[src/design/bba_pkg.sv]
`timescale 1ns / 1ps

package bba_pkg;

  localparam int NUM_ORDERS_DEF      = 4;
  localparam int SLOTS_PER_ORDER_DEF = 8;

  localparam int ADDR_W   = 32;
  localparam int PAGE_W   = 17;
  localparam int ORDER_W  = 3;
  localparam int STATUS_W = 2;
  localparam int CFG_IDX_W = 1;

  localparam logic [ADDR_W-1:0] HEAP_BASE_RST = 32'd200;
  localparam logic [PAGE_W-1:0] PAGE_UNIT_RST = 17'd100;

  localparam logic OP_ALLOCATE = 1'b0;
  localparam logic OP_REINIT   = 1'b1;

  localparam logic [STATUS_W-1:0] ST_OK        = 2'd0;
  localparam logic [STATUS_W-1:0] ST_BAD_ORDER = 2'd1;
  localparam logic [STATUS_W-1:0] ST_NO_SPACE  = 2'd2;

  localparam logic [CFG_IDX_W-1:0] CFG_HEAP_BASE = 1'b0;
  localparam logic [CFG_IDX_W-1:0] CFG_PAGE_UNIT = 1'b1;

  typedef struct packed {
    logic                load;
    logic                reinit;
    logic                rd;
    logic                put_up;
    logic                put_lo;
    logic                fin_ok;
    logic                fin_err;
    logic [STATUS_W-1:0] err_code;
  } ctrl_cmd_t;

  typedef struct packed {
    logic is_reinit;
    logic bad_order;
    logic found;
    logic need_split;
  } dp_status_t;

endpackage

[src/design/bba_ctrl.sv]
`timescale 1ns / 1ps

module bba_ctrl (
  input  logic                clk,
  input  logic                rst_n,
  input  logic                start,
  output logic                busy,
  input  bba_pkg::dp_status_t stat,
  output bba_pkg::ctrl_cmd_t  cmd
);

  typedef enum logic [2:0] {
    S_IDLE,
    S_RD,
    S_UP,
    S_LO,
    S_TAKE
  } state_t;

  state_t state_r, state_nxt;
  logic   busy_r;

  always_comb begin
    state_nxt = state_r;
    cmd       = '0;
    unique case (state_r)
      S_IDLE: begin
        if (start) begin
          priority if (stat.is_reinit) begin
            cmd.reinit = 1'b1;
          end else if (stat.bad_order) begin
            cmd.fin_err  = 1'b1;
            cmd.err_code = bba_pkg::ST_BAD_ORDER;
          end else if (!stat.found) begin
            cmd.fin_err  = 1'b1;
            cmd.err_code = bba_pkg::ST_NO_SPACE;
          end else begin
            cmd.load  = 1'b1;
            state_nxt = S_RD;
          end
        end
      end
      S_RD: begin
        cmd.rd    = 1'b1;
        state_nxt = stat.need_split ? S_UP : S_TAKE;
      end
      S_UP: begin
        cmd.put_up = 1'b1;
        state_nxt  = S_LO;
      end
      S_LO: begin
        cmd.put_lo = 1'b1;
        state_nxt  = S_RD;
      end
      S_TAKE: begin
        cmd.fin_ok = 1'b1;
        state_nxt  = S_IDLE;
      end
      default: begin
        state_nxt = S_IDLE;
      end
    endcase
  end

  always_ff @(posedge clk) begin
    if (!rst_n) begin
      state_r <= S_IDLE;
      busy_r  <= 1'b0;
    end else begin
      state_r <= state_nxt;
      busy_r  <= (state_nxt != S_IDLE);
    end
  end

  assign busy = busy_r;

endmodule

[src/design/bba_dp.sv]
`timescale 1ns / 1ps

module bba_dp #(
  parameter int NUM_ORDERS      = bba_pkg::NUM_ORDERS_DEF,
  parameter int SLOTS_PER_ORDER = bba_pkg::SLOTS_PER_ORDER_DEF
) (
  input  logic                              clk,
  input  logic                              rst_n,
  input  logic                              cfg_we,
  input  logic [bba_pkg::CFG_IDX_W-1:0]     cfg_index,
  input  logic [bba_pkg::ADDR_W-1:0]        cfg_wdata,
  input  logic                              in_operation,
  input  logic [bba_pkg::ORDER_W-1:0]       in_requested_order,
  input  bba_pkg::ctrl_cmd_t                cmd,
  output bba_pkg::dp_status_t               stat,
  output logic                              out_valid,
  output logic [bba_pkg::ADDR_W-1:0]        out_block_address,
  output logic [bba_pkg::STATUS_W-1:0]      out_status
);

  localparam int LVL_W  = $clog2(NUM_ORDERS);
  localparam int SLOT_W = $clog2(SLOTS_PER_ORDER);
  localparam logic [LVL_W-1:0] TOP_LVL = LVL_W'(NUM_ORDERS - 1);
  localparam logic [NUM_ORDERS-1:0][SLOTS_PER_ORDER-1:0] FILLED_RST =
    (NUM_ORDERS * SLOTS_PER_ORDER)'(1) << ((NUM_ORDERS - 1) * SLOTS_PER_ORDER);

  logic [bba_pkg::ADDR_W-1:0] mem [NUM_ORDERS][SLOTS_PER_ORDER];

  logic [NUM_ORDERS-1:0][SLOTS_PER_ORDER-1:0] filled_r, filled_nxt;
  logic                              top0_written_r;
  logic [bba_pkg::ADDR_W-1:0]        heap_base_r;
  logic [bba_pkg::PAGE_W-1:0]        page_unit_r;
  logic [LVL_W-1:0]                  level_r, order_r;
  logic [bba_pkg::ADDR_W-1:0]        rdata_r;
  logic                              out_valid_r;
  logic [bba_pkg::ADDR_W-1:0]        out_addr_r;
  logic [bba_pkg::STATUS_W-1:0]      out_status_r;

  logic [LVL_W-1:0]                  lvl_dn, chosen;
  logic                              any_found;
  logic [SLOT_W-1:0]                 ff_idx, fe_idx;
  logic                              fe_any;
  logic [bba_pkg::ADDR_W-1:0]        half, put_val;
  logic                              put_go, mem_we;
  logic [LVL_W-1:0]                  w_lvl;
  logic [SLOT_W-1:0]                 w_idx;
  logic [bba_pkg::ADDR_W-1:0]        w_data;

  assign lvl_dn = level_r - LVL_W'(1);

  // smallest level at or above the requested order that holds a block
  always_comb begin
    chosen    = '0;
    any_found = 1'b0;
    for (int l = NUM_ORDERS - 1; l >= 0; l--) begin
      if ((l >= int'(in_requested_order)) && (|filled_r[l])) begin
        chosen    = LVL_W'(l);
        any_found = 1'b1;
      end
    end
  end

  always_comb begin
    ff_idx = '0;
    for (int i = SLOTS_PER_ORDER - 1; i >= 0; i--) begin
      if (filled_r[level_r][i]) begin
        ff_idx = SLOT_W'(i);
      end
    end
  end

  always_comb begin
    fe_idx = '0;
    fe_any = 1'b0;
    for (int i = SLOTS_PER_ORDER - 1; i >= 0; i--) begin
      if (!filled_r[lvl_dn][i]) begin
        fe_idx = SLOT_W'(i);
        fe_any = 1'b1;
      end
    end
  end

  assign stat.is_reinit  = (in_operation == bba_pkg::OP_REINIT);
  assign stat.bad_order  = ({1'b0, in_requested_order} >= (bba_pkg::ORDER_W + 1)'(NUM_ORDERS));
  assign stat.found      = any_found;
  assign stat.need_split = (level_r != order_r);

  assign half    = bba_pkg::ADDR_W'(page_unit_r) << lvl_dn;
  assign put_val = cmd.put_up ? (rdata_r + half) : rdata_r;
  assign put_go  = (cmd.put_up || cmd.put_lo) && fe_any && (put_val != '0);

  always_comb begin
    filled_nxt = filled_r;
    if (cmd.reinit) begin
      filled_nxt = '0;
      filled_nxt[TOP_LVL][0] = (heap_base_r != '0);
    end
    if (cmd.rd) begin
      filled_nxt[level_r][ff_idx] = 1'b0;
    end
    if (put_go) begin
      filled_nxt[lvl_dn][fe_idx] = 1'b1;
    end
  end

  always_comb begin
    mem_we = cmd.reinit || put_go;
    if (cmd.reinit) begin
      w_lvl  = TOP_LVL;
      w_idx  = '0;
      w_data = heap_base_r;
    end else begin
      w_lvl  = lvl_dn;
      w_idx  = fe_idx;
      w_data = put_val;
    end
  end

  always_ff @(posedge clk) begin
    if (mem_we) begin
      mem[w_lvl][w_idx] <= w_data;
    end
    if (cmd.rd) begin
      if ((level_r == TOP_LVL) && (ff_idx == '0) && !top0_written_r) begin
        rdata_r <= bba_pkg::HEAP_BASE_RST;
      end else begin
        rdata_r <= mem[level_r][ff_idx];
      end
    end
    if (cmd.load) begin
      level_r <= chosen;
      order_r <= LVL_W'(in_requested_order);
    end else if (cmd.put_lo) begin
      level_r <= lvl_dn;
    end
    if (cmd.fin_ok) begin
      out_addr_r   <= rdata_r;
      out_status_r <= bba_pkg::ST_OK;
    end else if (cmd.fin_err) begin
      out_addr_r   <= '0;
      out_status_r <= cmd.err_code;
    end else if (cmd.reinit) begin
      out_addr_r   <= '0;
      out_status_r <= bba_pkg::ST_OK;
    end
  end

  always_ff @(posedge clk) begin
    if (!rst_n) begin
      filled_r       <= FILLED_RST;
      top0_written_r <= 1'b0;
      heap_base_r    <= bba_pkg::HEAP_BASE_RST;
      page_unit_r    <= bba_pkg::PAGE_UNIT_RST;
      out_valid_r    <= 1'b0;
    end else begin
      filled_r    <= filled_nxt;
      out_valid_r <= cmd.fin_ok || cmd.fin_err || cmd.reinit;
      if (cmd.reinit) begin
        top0_written_r <= 1'b1;
      end
      if (cfg_we) begin
        unique case (cfg_index)
          bba_pkg::CFG_HEAP_BASE: heap_base_r <= cfg_wdata;
          bba_pkg::CFG_PAGE_UNIT: page_unit_r <= cfg_wdata[bba_pkg::PAGE_W-1:0];
          default: ;
        endcase
      end
    end
  end

  assign out_valid         = out_valid_r;
  assign out_block_address = out_addr_r;
  assign out_status        = out_status_r;

  a_err_addr_zero: assert property (@(posedge clk) disable iff (!rst_n)
    (out_valid && (out_status != bba_pkg::ST_OK)) |-> (out_block_address == '0))
    else $error("error result carries an address");

  a_rd_level: assert property (@(posedge clk) disable iff (!rst_n)
    cmd.rd |-> (level_r >= order_r))
    else $error("split walked below requested order");

  a_split_above: assert property (@(posedge clk) disable iff (!rst_n)
    (cmd.put_up || cmd.put_lo) |-> (level_r != order_r))
    else $error("split at requested order");

  a_reinit_single: assert property (@(posedge clk) disable iff (!rst_n)
    cmd.reinit |=> ($countones(filled_r) <= 1))
    else $error("reinit left more than one block");

endmodule

[src/design/buddy_block_allocator.sv]
`timescale 1ns / 1ps
// reinit, bad order and no space give their result in the cycle after acceptance
// an allocation steps through S_RD, then S_UP, S_LO and S_RD again per split, then S_TAKE
// throughput: one transaction at a time; for an allocation, busy drops in the cycle the result is shown
// each split costs one registered slot-memory read and at most two writes on its single write port
// results are strobed for one cycle; the receiver cannot stall
// reset (synchronous, active low): top level holds one block at 200, page unit 100

module buddy_block_allocator #(
  parameter int NUM_ORDERS      = bba_pkg::NUM_ORDERS_DEF,
  parameter int SLOTS_PER_ORDER = bba_pkg::SLOTS_PER_ORDER_DEF
) (
  input  logic                          clk,
  input  logic                          rst_n,
  input  logic                          cfg_we,
  input  logic [bba_pkg::CFG_IDX_W-1:0] cfg_index,
  input  logic [bba_pkg::ADDR_W-1:0]    cfg_wdata,
  input  logic                          start,
  output logic                          busy,
  input  logic                          in_operation,
  input  logic [bba_pkg::ORDER_W-1:0]   in_requested_order,
  output logic                          out_valid,
  output logic [bba_pkg::ADDR_W-1:0]    out_block_address,
  output logic [bba_pkg::STATUS_W-1:0]  out_status
);

  bba_pkg::ctrl_cmd_t  cmd;
  bba_pkg::dp_status_t stat;

  bba_ctrl u_ctrl (
    .clk   (clk),
    .rst_n (rst_n),
    .start (start),
    .busy  (busy),
    .stat  (stat),
    .cmd   (cmd)
  );

  bba_dp #(
    .NUM_ORDERS      (NUM_ORDERS),
    .SLOTS_PER_ORDER (SLOTS_PER_ORDER)
  ) u_dp (
    .clk                (clk),
    .rst_n              (rst_n),
    .cfg_we             (cfg_we),
    .cfg_index          (cfg_index),
    .cfg_wdata          (cfg_wdata),
    .in_operation       (in_operation),
    .in_requested_order (in_requested_order),
    .cmd                (cmd),
    .stat               (stat),
    .out_valid          (out_valid),
    .out_block_address  (out_block_address),
    .out_status         (out_status)
  );

endmodule
[config.mk]
export PLATFORM = sky130hd
export DESIGN_NAME = buddy_block_allocator
export DESIGN_NICKNAME = d
export VERILOG_FILES = /design/src/design/bba_pkg.sv /design/src/design/bba_ctrl.sv /design/src/design/bba_dp.sv /design/src/design/buddy_block_allocator.sv
export SDC_FILE = /design/constraint.sdc
export NUM_CORES = 1
export LEC_CHECK = 0
export BUFFER_PORTS_ARGS = -buffer_cell sky130_fd_sc_hd__clkbuf_2
export CORE_MARGIN = 1
export CORE_UTILIZATION = 55
export DETAILED_ROUTE_END_ITERATION = 10
export PLACE_DENSITY = 0.74
export REMOVE_ABC_BUFFERS = 1
export SKIP_LAST_GASP = 1
export SYNTH_ARGS = -nofsm -noshare
export SYNTH_HDL_FRONTEND = slang
export SYNTH_SLANG_ARGS = --single-unit
export TNS_END_PERCENT = 1
[constraint.sdc]
create_clock -name clk -period 7.9 [get_ports clk]
set_clock_uncertainty 0.2 [all_clocks]
set_input_delay 0.79 -clock clk [delete_from_list [all_inputs] [get_ports clk]]
set_output_delay 0.79 -clock clk [all_outputs]
set_load 0.005 [all_outputs]
* After elaboration in Yosys (flattened, before gate mapping)
Memories as Yosys holds them, arrays and structs flattened. A register that Yosys moved wholly into a read port is not among the register bits.
Index checks and enable logic that the tools add are counted.
** Storage, ports and cells
- Register bits :: 157
- Latch bits :: 0
- RAM bits :: 1024
- ROM bits :: 0
- Input bits :: 41
- Output and inout port bits :: 36
- Logic and storage cells :: 166
- Memories kept :: 1
** Operators by class
- Add/sub/neg operators :: 2
- Multiply operators :: 0
- Div/mod/pow operators :: 0
- $lt $le $gt $ge :: 16
- Eq/ne operators :: 6
- Shifts and indexed selects :: 1
- Mux-type cells :: 87
- Bitwise operators :: 6
- Reduce and logical (&&, ||, !) cells :: 32
** Memories
- u_dp.mem :: words 4, width 256, rd ports 1, clocked after memory_dff 1, wr ports 1, line bba_dp.sv:27 : logic [bba_pkg::ADDR_W-1:0] mem [NUM_ORDERS][SLOTS_PER_ORDER];
** Operator list (count)
- 32-bit two-way mux :: 11
- 256-bit two-way mux :: 1
- 32-bit binary-select mux with 3-bit select :: 1
- 32-bit demux with 3-bit select :: 1
- 3-bit two-way mux :: 27
- 32-bit nonzero test :: 2
- 32-bit adder :: 1
- 32-bit bitwise AND :: 1
- 8-bit binary-select mux with 2-bit select :: 2
- 8-bit demux with 2-bit select :: 2
- 8-bit two-way mux :: 4
- 32-bit inverter :: 1
- 32-bit OR :: 1
- 8-bit OR reduction :: 4
- 17-bit by 2-bit left shift with 32-bit output :: 1
- 2-bit two-way mux :: 12
- 1-bit two-way mux :: 23
- 1-bit logical AND :: 13
- 3-bit case mux with 4 select lines :: 1
- 4-bit greater-or-equal comparator, second input constant :: 2
- 3-bit by 4-bit less-than comparator with 1-bit output, second input constant :: 2
- 3-bit inverter with 4-bit output :: 2
- 1-bit demux with 3-bit select :: 2
- 3-bit by 2-bit equality test with 1-bit output, second input constant :: 2
- other kinds (19) :: 31

* Longest topological paths before layout
- Depth after elaboration :: 21
- Depth in mapped cells :: 23
- Depth with buffers taken out :: 15

* Modules after synthesis
From an unflattened synthesis, not the netlist that was laid out.
** Unflattened totals
- Cells, all modules :: 2714
- Area total of the unflattened synthesis :: 48202.5 um2
** Modules (own cells, without submodules)
- bba_dp :: instances 1, cells an instance 2688, area an instance 47972.3 um2, sequential area each 34533.1 um2
- bba_ctrl :: instances 1, cells an instance 26, area an instance 230.2 um2, sequential area each 80.1 um2

* Least setup slack after synthesis
OpenSTA, ideal clock, no wires.
- Path kind :: register to register
- From :: register u_dp.level_r[0]
- To :: memory u_dp.mem[3][100] (netlist bit) (enable)
- Setup time :: 0.461 ns
- Arrival :: 7.220 ns
- Data required time :: 7.239 ns
- Path slack :: 0.018 ns
- Stages on the path, launching flop included :: 24
- Path buffers :: 8
- Period minus slack after synthesis :: 7.882 ns
- Cell sequence :: edfxtp_1 -> buf_4 -> buf_2 -> inv_1 -> ha_1 -> clkbuf_1 -> clkbuf_1 -> buf_1 -> and3_1 -> ha_1 -> inv_1 -> fa_1 -> nand2b_1 -> a21boi_2 -> o211ai_1 -> and3_1 -> buf_2 -> nor4b_2 -> xor2_1 -> nor3_1 -> and4bb_1 -> buf_6 -> buf_4 -> nor3_1
** Between the ends
- Longest elaborated chain between the ends :: 18
- Elaborated cells between the ends (all ways) :: 36
- Classes of those cells :: 2 x add/sub; 2 x order compare; 1 x shift; 25 x mux; 1 x bitwise; 5 x reduce/logical
** RTL lines
- from (decl) :: line bba_dp.sv:33 : logic [LVL_W-1:0] level_r, order_r;
- from (signal assigned) :: line bba_dp.sv:131 : level_r <= chosen;
- from (signal assigned) :: line bba_dp.sv:134 : level_r <= lvl_dn;
- 2-bit by 1-bit subtractor with 2-bit output * :: line bba_dp.sv:49 : assign lvl_dn = level_r - LVL_W'(1);
- 8-bit binary-select mux with 2-bit select :: line bba_dp.sv:76 : if (!filled_r[lvl_dn][i]) begin
- 8-bit two-way mux (implied by the code) :: line bba_dp.sv:76
- 3-bit two-way mux (8 in a row) :: line bba_dp.sv:76
- 3-bit two-way mux :: line bba_dp.sv:108 : if (cmd.reinit) begin
- 3-bit inverter with 4-bit output (implied by the code) :: line bba_dp.sv:121 : mem[w_lvl][w_idx] <= w_data;
- 4-bit greater-or-equal comparator (implied by the code) or 4-bit by 1-bit less-than comparator with 1-bit output (tied branches) :: line bba_dp.sv:121
- 1-bit logical AND (implied by the code) :: line bba_dp.sv:121
- 32-bit two-way mux (implied by the code) :: line bba_dp.sv:121
- 32-bit demux with 3-bit select :: line bba_dp.sv:121
- 256-bit two-way mux (implied by the code) :: line bba_dp.sv:121
- to (decl) :: line bba_dp.sv:27
Mark *: on every way between the ends. The rest lies on a longest branch, timed or not. The select of a mux whose other input is x is not followed.

* Worst setup path after layout
- From :: register u_dp.level_r[0]
- To :: memory u_dp.mem[2][200] (netlist bit) (enable)
Same word-level chain as after synthesis.

==> results_dict.tcl <==
set metrics [dict create \
    cap_violations 0 \
    clock_latency_ns 0.71 \
    p_total_mw 13.1 \
    cts_setup_buffers 0 \
    cp-end-kind "flop" \
    grt_overflow 0 \
    io_pins 77 \
    ant_nets 0 \
    syn_to_final_growth_pct 12.5 \
    cts_tree "done" \
    start_util_pct 55.9 \
    die_x_microns 297 \
    r2r_cells 14 \
    outcome "complete, no violations" \
    cp.required_ns 8.06 \
    max_stage_delay_ns 0.84 \
    synth-adder-area-share_pct 0.693 \
    final_util_pct 63.0 \
    finalHoldViolations 0 \
    cp_slowest_cell "nor3_2" \
    ys_types 79 \
    dr.pass1.iters 6 \
    synth-seq-area-share_pct 72.1 \
    worstPathCellList "inv_1, ha_1, mux4_2, ha_1, a21oi_1, o21ai_0, a22oi_1, and3_1, nor4b_2, xor2_1, nor3_1, and4bb_2, nor3_2, buf_4" \
    post_dp_cell_area_sq_mm 0.0503 \
    cts.sinks 1183 \
    crit_top_cell "ha_1" \
    grt_max_degree 117 \
    setup_viol 0 \
    portBuffers 76 \
    min_path_cells 3 \
    yosysTopAreaCellShare_pct 68.3 \
    fp-row-count 107 \
    routabilityCongestion 0.913 \
    relSlewSlack_pct 12.9 \
    numCtsBuffers 110 \
    tightest_slew_ns 1.31 \
    min_path_type "input pin to flop" \
    worstReg2RegStart "u_dp.level_r[0]" \
    die_h_microns 297 \
    grt_pass1_wl_microns 190000 \
    synth_cells 2646 \
    avgSynthCellArea_sq_um 18.1 \
    vias 27600 \
    drt_iter0_drc 3701 \
    cts_buffer_depth 3 \
    timing.fmax_mhz 153 \
    drt-total-wl_microns 131000 \
    nFillCells 5788 \
    h-tree-depth 3 \
    hpwl_microns 78900 \
    synth-compound-area-share_pct 5.96 \
    r2r_slack_ns 1.35 \
    worstSetupPathType "flop to flop" \
    design.core.area_sq_mm 0.0858 \
    min_from "cfg_wdata[27]" \
    finalCritPeriodShare_pct 82.9 \
    start_kind "flop" \
    drv_slew 0 \
    cts_resized 0 \
    layout_common_cells "edfxtp_1, mux4_2, nand2_1" \
    route.detailed.drc 0 \
    ir_drop_mv 0.191 \
    antenna_found_initial 4 \
    grt_pass1_vias 27300 \
    fin_area_sq_mm 0.0540 \
    synthSimpleGateAreaFrac_pct 5.12 \
    mostFrequentLayoutCell "edfxtp_1" \
    die_area_sq_mm 0.0885 \
    grt_usage_pct 29.8 \
    setup_tns_ns 0 \
    clk_pin_slew_worst_paths_ns 0.07 \
    synth_ff_type "edfxtp_1" \
    powerDensity_mw_per_mm2 242 \
    cts-root-buf "clkbuf_16" \
    viasPerCell 6.87 \
    muxShareOfSynthArea_pct 14.2 \
    fin_cells 4016 \
    synth_area_sq_mm 0.0480 \
    nNetsFinal 2841 \
    synth_seq_cells 1183 \
    synth_area_leaders "edfxtp_1, mux4_2, dfxtp_1" \
    ys_warn_count 0 \
    synth_top_family_by_area "multiplexers" \
    path_buf_inv 2 \
    crit_family "simple AND/OR/NAND/NOR gates" \
    synth_async_sr_flop_share_pct 0 \
    reg2reg_to "u_dp.mem[2][200]" \
    place_inst 3806 \
    synth_top_cell_by_area "edfxtp_1" \
    arrival_ns 6.71 \
    rsz0062_at_grt "no" \
    synth_edf_count 1092 \
    power.leakage_nw 17.3 \
    wire_per_inst_microns 32.7 \
    hold_buffers 0 \
    fin_crit_ns 6.55 \
    drive_above_1_share_pct 25.8 \
    min_to "u_dp.heap_base_r[27]" \
    synth-xor-area-share_pct 0.347 \
    crit_fanout 26 \
]
[how the worst max path moves through the flow]
| stage | start | end | slack (ns) | cells after the start |
|---|---|---|---|---|
| after floorplan | flop | u_dp.rdata_r[6] | -4.25 | 4 |
| after global placement | u_dp.level_r[0] | u_dp.mem[2][200] | 1.37 | 16 |
| after detailed placement | u_dp.level_r[0] | u_dp.mem[2][192] | 1.35 | 16 |
| after CTS | u_dp.level_r[0] | u_dp.mem[2][213] | 1.34 | 16 |
| after global routing | u_dp.level_r[0] | u_dp.mem[2][200] | 0.99 | 14 |
| final | u_dp.level_r[0] | u_dp.mem[2][200] | 1.35 | 14 |
[per-layer routing]
metal / GRT usage (%) / wire length, microns / vias up
li1: - / - / 11100
met1: 42.5 / 49100 / 14200
met2: 45.6 / 61100 / 1912
met3: 6.25 / 15600 / 297
met4: 11.5 / 5340 / 2
met5: 0 / 13 / -
[synthesized netlist by cell type (4+ instances only)]
cell type and instances:
edfxtp_1 1092, mux4_2 284, nand2_1 225, clkbuf_1 101
dfxtp_1 91, nor2_1 68, a21oi_1 56, nor3_1 54
a21boi_0 45, a31oi_1 42, and3_1 42, a22oi_1 37
o211ai_1 36, o31ai_1 35, a22o_1 34, mux2_2 32
nand3_1 31, o21ai_0 30, buf_2 29, ha_1 25
a221oi_1 23, nor4_1 22, inv_1 20, buf_1 17
nand4_1 16, a211oi_1 13, nand2b_1 10, xnor2_1 10
and2_1 9, xor2_1 9, nor2b_1 8, buf_4 7
or3_1 6, mux2i_1 5, o21a_1 5, a211o_1 4
a41oi_1 4, buf_6 4, nand3b_1 4
[sequential cells by signal, indices dropped and copies added (netlist names), named ones only]
signal	count
u_dp.rdata_r	32
u_dp.mem	1024
u_dp.out_status	2
u_dp.filled_r	32
u_ctrl.busy	1
u_dp.out_block_address	32
u_dp.level_r	2
u_dp.page_unit_r	17
u_dp.top0_written_r	1
u_ctrl.state_r	3
u_dp.order_r	2
u_dp.out_valid	1
u_dp.heap_base_r	32
[cell type report]
class	instances	area (sq um)	share of cell area, %
diodes	1	2.50	0.00463
clock buffers	151	3080	5.71
clock inverters	58	649	1.20
inverters	21	78.8	0.146
multi-input cells	1284	13000	24.0
flip-flops and latches	1183	34600	64.1
well taps	1144	1430	2.65
repair buffers	174	1180	2.18
[worst reg2reg max path, stage by stage (launching register included)]
cell	delay [ns]
edfxtp_1	0.41
inv_1	0.26
ha_1	0.81
mux4_2	0.42
ha_1	0.52
a21oi_1	0.15
o21ai_0	0.46
a22oi_1	0.18
and3_1	0.32
nor4b_2	0.32
xor2_1	0.29
nor3_1	0.10
and4bb_2	0.44
nor3_2	0.85
buf_4	0.50
[through the flow]
step                hold WS, ns  setup WS, ns
global route              0.120         0.992
detailed placement        0.287          1.35
floorplan                 0.254         -4.25
CTS                      0.0838          1.34
global placement          0.264          1.37
finish                    0.121          1.35
[logic make-up after synthesis]
family | Yosys count
flops | 1183
simple gates | 517
compound gates | 400
mux | 322
buf+inv | 179
fa+ha+maj | 26
xor+xnor | 19
[report_power, final]
group | switching, mW | internal, mW
combinational | 0.426 | 0.215
clock | 2.33 | 3.11
sequential | 0.0508 | 6.94
total | 2.80 | 10.3
Note: power is estimated with default switching activity, not from simulation.
